### config.mk
export PLATFORM = sky130hd
export DESIGN_NAME = two_pool_earliest_free_server_dispatch_unit
export DESIGN_NICKNAME = d
export VERILOG_FILES = /design/src/hw/rtl/tpefsd_pkg.sv /design/src/hw/rtl/tpefsd_store.sv /design/src/hw/rtl/tpefsd_sched.sv /design/src/hw/rtl/two_pool_earliest_free_server_dispatch_unit.sv
export SDC_FILE = /design/constraint.sdc
export NUM_CORES = 2
export LEC_CHECK = 0
export BUFFER_PORTS_ARGS = -buffer_cell sky130_fd_sc_hd__buf_4
export CAP_MARGIN = 20
export CORE_ASPECT_RATIO = 0.9
export CORE_MARGIN = 1
export CORE_UTILIZATION = 58
export CTS_CLUSTER_SIZE = 20
export DETAILED_ROUTE_END_ITERATION = 10
export PLACE_DENSITY = 0.78
export SYNTH_ARGS = -nofsm -noshare
export SYNTH_HDL_FRONTEND = slang
export SYNTH_SLANG_ARGS = --single-unit
### constraint.sdc
create_clock -name i_clk -period 18 [get_ports i_clk]
set_input_delay 0.9 -clock i_clk [delete_from_list [all_inputs] [get_ports i_clk]]
set_output_delay 0.9 -clock i_clk [all_outputs]
set_load 0.05 [all_outputs]
### src/hw/rtl/tpefsd_pkg.sv
package tpefsd_pkg;

    localparam int MAX_SERVERS = 16;
    localparam int SRV_W       = $clog2(MAX_SERVERS);
    localparam int IDX_W       = 4;
    localparam int CNT_W       = 5;
    localparam int TIME_W      = 32;
    localparam int ADDR_W      = 1 + SRV_W;
    localparam int DEPTH       = 2 * MAX_SERVERS;
    localparam int CFG_IDX_W   = 3;

    localparam logic [CNT_W-1:0] CNT_MAX = CNT_W'(MAX_SERVERS);

    localparam logic OP_SET    = 1'b0;
    localparam logic OP_ARRIVE = 1'b1;

    localparam logic [1:0] STAT_OK    = 2'd0;
    localparam logic [1:0] STAT_RANGE = 2'd1;
    localparam logic [1:0] STAT_SAT   = 2'd2;

    localparam logic [CFG_IDX_W-1:0] CFG_PRI_COUNT = CFG_IDX_W'(0);
    localparam logic [CFG_IDX_W-1:0] CFG_NRM_COUNT = CFG_IDX_W'(1);
    localparam logic [CFG_IDX_W-1:0] CFG_PRI_SVC   = CFG_IDX_W'(2);
    localparam logic [CFG_IDX_W-1:0] CFG_NRM_SVC   = CFG_IDX_W'(3);

    typedef enum logic [1:0] {
        ST_IDLE,
        ST_SCAN,
        ST_OVR,
        ST_UPD
    } t_state;

    // Requests from the scheduler to the state memories
    typedef struct packed {
        logic              nf_rd_en;
        logic [ADDR_W-1:0] nf_rd_addr;
        logic              nf_we;
        logic [ADDR_W-1:0] nf_waddr;
        logic [TIME_W-1:0] nf_wdata;
        logic              ov_rd_en;
        logic [ADDR_W-1:0] ov_rd_addr;
        logic              ov_we;
        logic [ADDR_W-1:0] ov_waddr;
        logic [TIME_W-1:0] ov_wdata;
    } t_mem_req;

    // Registered read data, valid in the cycle after the request
    typedef struct packed {
        logic [TIME_W-1:0] nf_data;
        logic [TIME_W-1:0] ov_data;
        logic              ov_vld;
    } t_mem_rsp;

endpackage

### src/hw/rtl/tpefsd_store.sv
module tpefsd_store
    import tpefsd_pkg::*;
(
    input  logic     i_clk,
    input  logic     i_rst_n,
    input  t_mem_req i_req,
    output t_mem_rsp o_rsp
);

    logic [TIME_W-1:0] r_nf_mem [DEPTH];
    logic [TIME_W-1:0] r_ov_mem [DEPTH];
    logic [DEPTH-1:0]  r_nf_written;
    logic [DEPTH-1:0]  r_ov_valid;
    logic [TIME_W-1:0] r_nf_q;
    logic              r_nf_wr_q;
    logic [TIME_W-1:0] r_ov_q;
    logic              r_ov_vld_q;

    always_ff @(posedge i_clk) begin
        if (i_req.nf_we) begin
            r_nf_mem[i_req.nf_waddr] <= i_req.nf_wdata;
        end
        if (i_req.nf_rd_en) begin
            r_nf_q <= r_nf_mem[i_req.nf_rd_addr];
        end
    end

    always_ff @(posedge i_clk) begin
        if (i_req.ov_we) begin
            r_ov_mem[i_req.ov_waddr] <= i_req.ov_wdata;
        end
        if (i_req.ov_rd_en) begin
            r_ov_q <= r_ov_mem[i_req.ov_rd_addr];
        end
    end

    // Track entries written since reset; unwritten next-free entries read as zero
    always_ff @(posedge i_clk) begin
        if (!i_rst_n) begin
            r_nf_written <= '0;
            r_ov_valid   <= '0;
            r_nf_wr_q    <= 1'b0;
            r_ov_vld_q   <= 1'b0;
        end else begin
            if (i_req.nf_we) begin
                r_nf_written[i_req.nf_waddr] <= 1'b1;
            end
            if (i_req.ov_we) begin
                r_ov_valid[i_req.ov_waddr] <= 1'b1;
            end
            if (i_req.nf_rd_en) begin
                r_nf_wr_q <= r_nf_written[i_req.nf_rd_addr];
            end
            if (i_req.ov_rd_en) begin
                r_ov_vld_q <= r_ov_valid[i_req.ov_rd_addr];
            end
        end
    end

    assign o_rsp.nf_data = r_nf_wr_q ? r_nf_q : '0;
    assign o_rsp.ov_data = r_ov_q;
    assign o_rsp.ov_vld  = r_ov_vld_q;

endmodule

### src/hw/rtl/tpefsd_sched.sv
module tpefsd_sched
    import tpefsd_pkg::*;
(
    input  logic              i_clk,
    input  logic              i_rst_n,
    input  logic              i_start,
    output logic              o_busy,
    input  logic              i_op,
    input  logic              i_pool,
    input  logic [IDX_W-1:0]  i_server_index,
    input  logic [TIME_W-1:0] i_time_value,
    input  logic [CNT_W-1:0]  i_pri_count,
    input  logic [CNT_W-1:0]  i_nrm_count,
    input  logic [TIME_W-1:0] i_pri_svc,
    input  logic [TIME_W-1:0] i_nrm_svc,
    output t_mem_req          o_req,
    input  t_mem_rsp          i_rsp,
    output logic              o_valid,
    output logic [TIME_W-1:0] o_exit_time,
    output logic [IDX_W-1:0]  o_chosen_server,
    output logic              o_result_pool,
    output logic [1:0]        o_status
);

    t_state            r_state, n_state;
    logic              r_pool, n_pool;
    logic [TIME_W-1:0] r_tv, n_tv;
    logic [CNT_W-1:0]  r_cnt, n_cnt;
    logic [CNT_W-1:0]  r_rd_idx, n_rd_idx;
    logic [CNT_W-1:0]  r_cmp_idx, n_cmp_idx;
    logic              r_pend, n_pend;
    logic              r_have_best, n_have_best;
    logic              r_free, n_free;
    logic [TIME_W-1:0] r_best, n_best;
    logic [SRV_W-1:0]  r_pick, n_pick;

    logic              r_out_vld, n_out_vld;
    logic [TIME_W-1:0] r_out_exit, n_out_exit;
    logic [IDX_W-1:0]  r_out_srv, n_out_srv;
    logic              r_out_pool, n_out_pool;
    logic [1:0]        r_out_stat, n_out_stat;

    logic              accept;
    logic [CNT_W-1:0]  raw_cnt;
    logic [CNT_W-1:0]  in_cnt;
    logic [TIME_W-1:0] svc;
    logic [TIME_W-1:0] base;
    logic [TIME_W:0]   sum;

    assign accept  = i_start && (r_state == ST_IDLE);
    assign raw_cnt = i_pool ? i_nrm_count : i_pri_count;
    assign in_cnt  = (raw_cnt > CNT_MAX) ? CNT_MAX : raw_cnt;

    assign svc  = i_rsp.ov_vld ? i_rsp.ov_data : (r_pool ? i_nrm_svc : i_pri_svc);
    assign base = r_free ? r_tv : r_best;
    assign sum  = {1'b0, base} + {1'b0, svc};

    always_ff @(posedge i_clk) begin
        if (!i_rst_n) begin
            r_state   <= ST_IDLE;
            r_pend    <= 1'b0;
            r_out_vld <= 1'b0;
        end else begin
            r_state   <= n_state;
            r_pend    <= n_pend;
            r_out_vld <= n_out_vld;
        end
    end

    always_ff @(posedge i_clk) begin
        r_pool      <= n_pool;
        r_tv        <= n_tv;
        r_cnt       <= n_cnt;
        r_rd_idx    <= n_rd_idx;
        r_cmp_idx   <= n_cmp_idx;
        r_have_best <= n_have_best;
        r_free      <= n_free;
        r_best      <= n_best;
        r_pick      <= n_pick;
        r_out_exit  <= n_out_exit;
        r_out_srv   <= n_out_srv;
        r_out_pool  <= n_out_pool;
        r_out_stat  <= n_out_stat;
    end

    always_comb begin
        n_state     = r_state;
        n_pool      = r_pool;
        n_tv        = r_tv;
        n_cnt       = r_cnt;
        n_rd_idx    = r_rd_idx;
        n_cmp_idx   = r_cmp_idx;
        n_pend      = 1'b0;
        n_have_best = r_have_best;
        n_free      = r_free;
        n_best      = r_best;
        n_pick      = r_pick;
        n_out_vld   = 1'b0;
        n_out_exit  = r_out_exit;
        n_out_srv   = r_out_srv;
        n_out_pool  = r_out_pool;
        n_out_stat  = r_out_stat;
        o_req       = '0;

        case (r_state)
            ST_IDLE: begin
                if (accept) begin
                    n_pool = i_pool;
                    n_tv   = i_time_value;
                    n_cnt  = in_cnt;
                    if (i_op == OP_SET) begin
                        if ({1'b0, i_server_index} >= in_cnt) begin
                            n_out_vld  = 1'b1;
                            n_out_exit = '0;
                            n_out_srv  = i_server_index;
                            n_out_pool = i_pool;
                            n_out_stat = STAT_RANGE;
                        end else begin
                            o_req.ov_we    = 1'b1;
                            o_req.ov_waddr = {i_pool, i_server_index[SRV_W-1:0]};
                            o_req.ov_wdata = i_time_value;
                        end
                    end else if (in_cnt == '0) begin
                        n_out_vld  = 1'b1;
                        n_out_exit = '0;
                        n_out_srv  = '0;
                        n_out_pool = i_pool;
                        n_out_stat = STAT_RANGE;
                    end else begin
                        n_state     = ST_SCAN;
                        n_rd_idx    = '0;
                        n_have_best = 1'b0;
                        n_free      = 1'b0;
                        n_pick      = '0;
                        n_best      = '0;
                    end
                end
            end

            ST_SCAN: begin
                if (r_pend) begin
                    if (r_tv >= i_rsp.nf_data) begin
                        n_pick  = r_cmp_idx[SRV_W-1:0];
                        n_free  = 1'b1;
                        n_state = ST_OVR;
                    end else begin
                        if (!r_have_best || (i_rsp.nf_data < r_best)) begin
                            n_best      = i_rsp.nf_data;
                            n_pick      = r_cmp_idx[SRV_W-1:0];
                            n_have_best = 1'b1;
                        end
                        if (r_cmp_idx + CNT_W'(1) == r_cnt) begin
                            n_state = ST_OVR;
                        end
                    end
                end
                // Keep one read in flight ahead of the compare
                if (r_rd_idx < r_cnt) begin
                    o_req.nf_rd_en   = 1'b1;
                    o_req.nf_rd_addr = {r_pool, r_rd_idx[SRV_W-1:0]};
                    n_rd_idx         = r_rd_idx + CNT_W'(1);
                    n_cmp_idx        = r_rd_idx;
                    n_pend           = (n_state == ST_SCAN);
                end
            end

            ST_OVR: begin
                o_req.ov_rd_en   = 1'b1;
                o_req.ov_rd_addr = {r_pool, r_pick};
                n_state          = ST_UPD;
            end

            ST_UPD: begin
                o_req.nf_we    = 1'b1;
                o_req.nf_waddr = {r_pool, r_pick};
                o_req.nf_wdata = sum[TIME_W] ? '1 : sum[TIME_W-1:0];
                n_out_vld      = 1'b1;
                n_out_exit     = sum[TIME_W] ? '1 : sum[TIME_W-1:0];
                n_out_srv      = IDX_W'(r_pick);
                n_out_pool     = r_pool;
                n_out_stat     = sum[TIME_W] ? STAT_SAT : STAT_OK;
                n_state        = ST_IDLE;
            end

            default: begin
                n_state = ST_IDLE;
            end
        endcase
    end

    assign o_busy          = (r_state != ST_IDLE);
    assign o_valid         = r_out_vld;
    assign o_exit_time     = r_out_exit;
    assign o_chosen_server = r_out_srv;
    assign o_result_pool   = r_out_pool;
    assign o_status        = r_out_stat;

endmodule

### src/hw/rtl/two_pool_earliest_free_server_dispatch_unit.sv
// Channel   Direction  Handshake                       Payload
// command   in         start & !busy                   i_op, i_pool, i_server_index,
//                                                      i_time_value
// result    out        o_valid, one cycle, no stall    o_exit_time, o_chosen_server,
//                                                      o_result_pool, o_status
// config    in         i_cfg_valid & o_cfg_ready       i_cfg_index, i_cfg_data
//
// A set, an out-of-range set or an empty-pool arrival keeps busy low; any result shows next cycle.
// An arrival scans the pool up to the first free server, or through all count servers when none
// is free: one next-free read per server feeds one comparator, then the override memory is read,
// then the next-free entry is written back and the result driven.
// Reset (i_rst_n low, synchronous) restores the config defaults and clears the valid bits.
// The receiver cannot stall: each result is shown for exactly one cycle.
module two_pool_earliest_free_server_dispatch_unit
    import tpefsd_pkg::*;
(
    input  logic                 i_clk,
    input  logic                 i_rst_n,
    // command
    input  logic                 start,
    output logic                 busy,
    input  logic                 i_op,
    input  logic                 i_pool,
    input  logic [IDX_W-1:0]     i_server_index,
    input  logic [TIME_W-1:0]    i_time_value,
    // result
    output logic                 o_valid,
    output logic [TIME_W-1:0]    o_exit_time,
    output logic [IDX_W-1:0]     o_chosen_server,
    output logic                 o_result_pool,
    output logic [1:0]           o_status,
    // config
    input  logic                 i_cfg_valid,
    output logic                 o_cfg_ready,
    input  logic [CFG_IDX_W-1:0] i_cfg_index,
    input  logic [TIME_W-1:0]    i_cfg_data
);

    logic [CNT_W-1:0]  r_pri_count;
    logic [CNT_W-1:0]  r_nrm_count;
    logic [TIME_W-1:0] r_pri_svc;
    logic [TIME_W-1:0] r_nrm_svc;
    logic              cfg_we;
    t_mem_req          mem_req;
    t_mem_rsp          mem_rsp;

    // Config registers take every write directly, so the port is always ready
    assign o_cfg_ready = 1'b1;
    assign cfg_we      = i_cfg_valid && o_cfg_ready;

    always_ff @(posedge i_clk) begin
        if (!i_rst_n) begin
            r_pri_count <= CNT_W'(1);
            r_nrm_count <= CNT_W'(1);
            r_pri_svc   <= TIME_W'(1);
            r_nrm_svc   <= TIME_W'(1);
        end else if (cfg_we) begin
            case (i_cfg_index)
                CFG_PRI_COUNT: r_pri_count <= i_cfg_data[CNT_W-1:0];
                CFG_NRM_COUNT: r_nrm_count <= i_cfg_data[CNT_W-1:0];
                CFG_PRI_SVC:   r_pri_svc   <= i_cfg_data;
                CFG_NRM_SVC:   r_nrm_svc   <= i_cfg_data;
                default: begin
                    // drop writes to unmapped indexes
                end
            endcase
        end
    end

    // Scan, select and write-back sequencer
    tpefsd_sched u_sched (
        .i_clk           (i_clk),
        .i_rst_n         (i_rst_n),
        .i_start         (start),
        .o_busy          (busy),
        .i_op            (i_op),
        .i_pool          (i_pool),
        .i_server_index  (i_server_index),
        .i_time_value    (i_time_value),
        .i_pri_count     (r_pri_count),
        .i_nrm_count     (r_nrm_count),
        .i_pri_svc       (r_pri_svc),
        .i_nrm_svc       (r_nrm_svc),
        .o_req           (mem_req),
        .i_rsp           (mem_rsp),
        .o_valid         (o_valid),
        .o_exit_time     (o_exit_time),
        .o_chosen_server (o_chosen_server),
        .o_result_pool   (o_result_pool),
        .o_status        (o_status)
    );

    // Next-free and override memories, both pools side by side
    tpefsd_store u_store (
        .i_clk   (i_clk),
        .i_rst_n (i_rst_n),
        .i_req   (mem_req),
        .o_rsp   (mem_rsp)
    );

endmodule

**Word level (Yosys, flattened, before mapping)**

Memories as Yosys holds them, arrays and structs flattened. A register that Yosys moved wholly into a read port is not among the register bits.
Cells that the tools add are included.

- Register bits: 269
- RAM bits: 2048
- Memories: 2

- Add/sub/neg operators: 3
- Order comparisons: 11
- Equal/unequal tests: 19
- Multiplexer cells: 90
- Bitwise logic cells: 2
- Reduce and logical (&&, ||, !) cells: 24

Memory list:

| memory | words | width | read ports | clocked after Yosys merged registers in | wr ports | RTL line | text |
|---|---|---|---|---|---|---|---|
| u_store.r_nf_mem | 32 | 32 | 1 | 1 | 1 | tpefsd_store.sv:10 | `logic [TIME_W-1:0] r_nf_mem [DEPTH];` |
| u_store.r_ov_mem | 32 | 32 | 1 | 1 | 1 | tpefsd_store.sv:11 | `logic [TIME_W-1:0] r_ov_mem [DEPTH];` |

Operator list:

| cell | number |
|---|---|
| $mux W32 | 15 |
| $mux W38 | 5 |
| $pmux W32 S2 | 2 |
| $or A32 B32 Y32 | 2 |
| $mux W4 | 10 |
| $add A32 B32 Y33 | 1 |
| $ge A32 B32 Y1 | 1 |
| $lt A32 B32 Y1 | 1 |
| $mux W5 | 6 |
| $lt A5 B6 Y1 const B | 4 |
| $mux W1 | 24 |
| $mux W2 | 12 |
| $mux W6 | 3 |
| $pmux W4 S2 | 2 |
| $reduce_and A2 Y1 | 6 |
| $reduce_and A6 Y1 | 2 |
| $add A5 B1 Y5 const B | 2 |
| $bmux W1 S5 | 2 |
| $demux W1 S5 | 2 |
| $ge A5 B1 Y1 const B | 2 |
| $ne A2 B1 Y1 const B | 5 |
| $pmux W5 S2 | 1 |
| $pmux W1 S2 | 4 |
| $pmux W2 S4 | 1 |
| other kinds (23) | 34 |

**Longest topological paths before layout**

- Depth after elaboration: 13
- Depth in mapped cells: 15
- Gate-level depth less buffers: 13

**Modules after synthesis**

From an unflattened synthesis, not the netlist that was laid out.

- Cell total of the unflattened synthesis: 4643
- Area total of the unflattened synthesis: 95063.7 um2

Modules (own cells, without submodules):

| module | instances | cells an instance | area an instance (um2) |
|---|---|---|---|
| tpefsd_store | 1 | 3321 | 82401.5 |
| tpefsd_sched | 1 | 1041 | 9877.0 |
| two_pool_earliest_free_server_dispatch_unit | 1 | 281 | 2785.2 |

**Worst setup path after synthesis**

Ideal clock, no wire load.

- Path type: input to register
- Start: input i_pool
- End: memory u_store.r_ov_mem[0][0], enable pin
- Setup time: 505 ps
- Arrival: 6037 ps
- Data required time: 17495 ps
- Path slack: 11459 ps
- Cell stages on the path: 12
- Buffers on the path: 2
- Cell sequence: buf_1 -> mux2i_1 -> nor2_1 -> ha_1 -> nand2b_1 -> a21o_1 -> a21o_1 -> a21oi_1 -> o211a_1 -> clkbuf_1 -> nand2b_1 -> nor4_1

- Longest elaborated chain between the ends: 10

RTL lines:

| item | RTL line | text |
|---|---|---|
| from (decl) | two_pool_earliest_free_server_dispatch_unit.sv:23 | `input logic i_pool,` |
| $mux W5 * | tpefsd_sched.sv:51 | `assign raw_cnt = i_pool ? i_nrm_count : i_pri_count;` |
| $gt A5 B5 Y1 | tpefsd_sched.sv:52 | `assign in_cnt = (raw_cnt > CNT_MAX) ? CNT_MAX : raw_cnt;` |
| $mux W5 * | tpefsd_sched.sv:52 |  |
| named net u_sched.in_cnt[0] | tpefsd_sched.sv:45 | `logic [CNT_W-1:0] in_cnt;` |
| $ge A4 B5 Y1 * | tpefsd_sched.sv:112 | `if ({1'b0, i_server_index} >= in_cnt) begin` |
| $mux W38 * | tpefsd_sched.sv:112 |  |
| $mux W38 * | tpefsd_sched.sv:111 | `if (i_op == OP_SET) begin` |
| $mux W38 * | tpefsd_sched.sv:107 | `if (accept) begin` |
| $mux W38 * | tpefsd_sched.sv:105 | `case (r_state)` |
| $mux W1 | tpefsd_store.sv:29 | `if (i_req.ov_we) begin` |
| $mux W1 (implied by the code) | tpefsd_store.sv:30 | `r_ov_mem[i_req.ov_waddr] <= i_req.ov_wdata;` |
| to (decl) | tpefsd_store.sv:11 |  |

Mark *: on every way through the listed nets, which the timed path passes. The rest lies on a longest branch.

==> qor.txt <==
Syn. warnings: 0
CP top delay family: compound AO/OA/AOI/OAI gates
CP max stage delay: 0.71 ns
NetSw: 3.96 mW
Reg power frac: 0.460
DP Area: 101,000 sq um
largest net degree at the start of global routing: 142
GR peak layer: met2
met3 usage: 0.0887
gpl congestion: 0.906
Setup WS pre-CTS: 11.60 ns
most frequent cells in the layout: 2,237 x edfxtp_1, 736 x nand2_1, 401 x mux2i_1
combinational power share: 0.199
Non-Filler Instances: 8,754
Post-Synth Adder-Cell Area: 0.0143
routing usage on met1: 0.434
DR vias: 59.3k
power share of the clock group: 0.341
Clock Skew: 0.0222 ns
most frequent cell on the critical path: buf_4
worst setup margin: 11.44 ns
Max Clock Freq: 152 MHz
slew margin rel.: 0.204
Port Buffers: 117
VDD IR-drop max: 0.000127 V
TNS Setup: 0 ns
clock root buffer: clkbuf_16
critical path class: flip-flop to flip-flop
syn_nets: 6,402
die height: 390 um
M2 GR Usage: 0.485
Lkg Pwr: 36.3 nW
crit path max fanout: 38
largest family of logic cells by synthesized area: multiplexers
share of post-route cells with drive strength above 1: 0.159
final core utilization: 0.657
Routed WL per cell: 31.8 um
post_cts resized: 0
remaining global-route overflow: 0
Critical path buffers and inverters: 3
max-cap viol count: 0
CP max-delay cell: edfxtp_1
Cells after DPL: 8,290
drc violations: 0
post-CTS setup buffers: 0
Hold Crit Depth: 1
type of the worst min-delay path: input pin to flip-flop
Total Power: 13.5 mW
Die ar.: 169,000 sq um
Top FF cell, synth: edfxtp_1
Final Cell Area: 108,000 sq um
first-pass GRT wire length: 392,000 um
Top Ports: 119
area used by multi-input combinational logic: 25,500 sq um
fin crit share: 0.364
Hold-fix buffers, CTS: 0
P_int: 9.59 mW
compound-cell area share of the yosys netlist: 0.0718
proportion of synthesized area in mux cells: 0.100
Req. time, crit path: 18.39 ns
RSZ-0062 raised after global routing: false
clk sinks: 2,381
clk_lat worst skew: 0.88 ns
most common cell after layout, fill and taps aside: edfxtp_1
register bit count reported by yosys: 2,381
post-synth cell types: 77
Die X: 433 um
ys async rst share: 0
drt total wl: 278,000 um
vias in the first global route: 57.5k
Critical Path Source Type: flip-flop
status: finished clean
Clock Tree Buf Depth: 3
fin nets: 6,514
Sw Ratio: 0.292
Vias per Instance: 6.78
Max Slew Vio Count: 0
Seq/Total Area, Yosys: 0.724
Fill cells: 10.6k
Slew @ Worst Pin: 1.19 ns
CP Capture Type: flip-flop
XOR/XNOR Fraction of Synth Area: 0.00271
GRT Util Overall: 0.327
area delta synth->final: 12.0%
row count: 141
Critical Path AT: 6.95 ns
final hold vios: 0
1st-iter DRT viols: 9,879
PwrDens: 125 nW/um^2
Detail Placement HPWL: 149,000 um
TritonRoute pass-1 iters: 7
Num CTS Buffers: 222
clock slew at reported path FFs: 0.06 ns
cell area after synthesis: 96,800 sq um
worst reg-to-reg path cell count: 15
Setup Viol. Count Final: 0
H-tree Lvls: 4
Worst path depth: 15
crit path cell chain: buf_4 > mux2i_1 > o21ai_0 > ha_1 > fa_1 > a211oi_2 > o21ai_2 > o2111a_1 > o21ai_1 > o41ai_2 > a221o_1 > a41oi_4 > buf_4 > buf_4 > nand2_1
Register Area: 70,100 sq um
Initial Util: 0.587
core box area: 165,000 sq um
Cells after Synth: 6,215
CTS tree: done
syn avg cell area: 15.6 sq um
Synth Area in Simple Gates: 0.0671
Post-synth EDFFs: 2,237
Period minus WS final: 6.56 ns
antenna-violating nets left: 0
final hold slack: 0.236 ns
initial antenna violation count: 24
[layer usage]
metal | part of all wire | wire length [um]
met1 | 0.35 | 96300
met2 | 0.45 | 124000
met3 | 0.14 | 38700
met4 | 0.068 | 18800
met5 | 0.00018 | 49
[cell usage after synthesis, drive strengths merged (4+ instances only)]
cell type,number,area [sq um]
a211oi,42,325
o221ai,33,289
or2,36,225
mux2,49,552
o21ai,247,1280
nor4,4,40.0
o31ai,39,293
nor3,43,215
xor2,14,123
a21boi,68,510
a221o,7,70.1
o21a,73,548
nor2b,18,113
nor2,262,983
mux4,229,5160
o21bai,4,30.0
a31oi,38,238
xnor2,16,140
clkbuf,296,1110
nand2b,12,75.1
or3b,4,35.0
a211o,36,315
o211a,4,40.0
ha,109,1360
mux2i,401,4010
o211ai,72,541
edfxtp,2237,67200
dfxtp,144,2880
and3,8,50.1
inv,88,330
nand2,742,2790
o2111ai,32,280
o41ai,4,42.6
a21oi,116,588
a21o,43,323
and2,43,269
o22ai,161,1010
buf,98,472
nand3b,6,45.0
nand4,52,325
nand3,249,1250
[power by group through the flow]
stage               Combinational (mW)  Sequential [mW]  Clock, mW
finish                            2.70             6.23       4.62
global route                      2.82             6.23       4.83
CTS                               2.61             6.23       4.63
detailed placement                2.59             6.35          0
global placement                  2.54             6.35          0
floorplan                         1.75             6.32          0
[final cells by class]
class,count,share of cell area
Tap cell,2216,0.0256
Clock inverter,139,0.0114
Sequential cell,2381,0.646
Multi-Input combinational cell,3352,0.235
Antenna cell,17,0.000392
Clock buffer,279,0.0542
Timing Repair Buffer,282,0.0239
Inverter,88,0.00307
[cell families (layout without fill, tap and decap cells)]
| logic type | count (synthesis) | count (layout) |
|---|---|---|
| AO/OA/AOI/OAI | 1042 | 1042 |
| XOR/XNOR | 30 | 30 |
| adder cells (fa/ha/maj) | 110 | 110 |
| buffers and inverters | 482 | 788 |
| flip-flops | 2381 | 2381 |
| multiplexers | 679 | 679 |
| other | 1 | 18 |
| AND/OR/NAND/NOR | 1490 | 1490 |
[final timing paths]
kind	start	end	slack [ns]
max	u_sched.r_pool	u_store.r_nf_mem[5][1]	11.44
min	i_time_value[10]	u_sched.r_tv[10]	0.24
max reg2reg	u_sched.r_pool	u_store.r_nf_mem[5][1]	11.44
min reg2reg	u_store.r_ov_valid[22]	u_store.r_ov_valid[22]	0.46
[flip-flops by register name (all words and copies together), names as in the netlist, 32 cells and up, named ones only]
name,cells
u_store.r_nf_q,32
u_store.r_nf_written,32
u_sched.r_tv,32
r_pri_svc,32
u_sched.o_exit_time,32
u_store.r_ov_mem,1024
r_nrm_svc,32
u_store.r_ov_q,32
u_sched.r_best,32
u_store.r_nf_mem,1024
u_store.r_ov_valid,32
No activity file was read; power rests on OpenSTA's default activity.
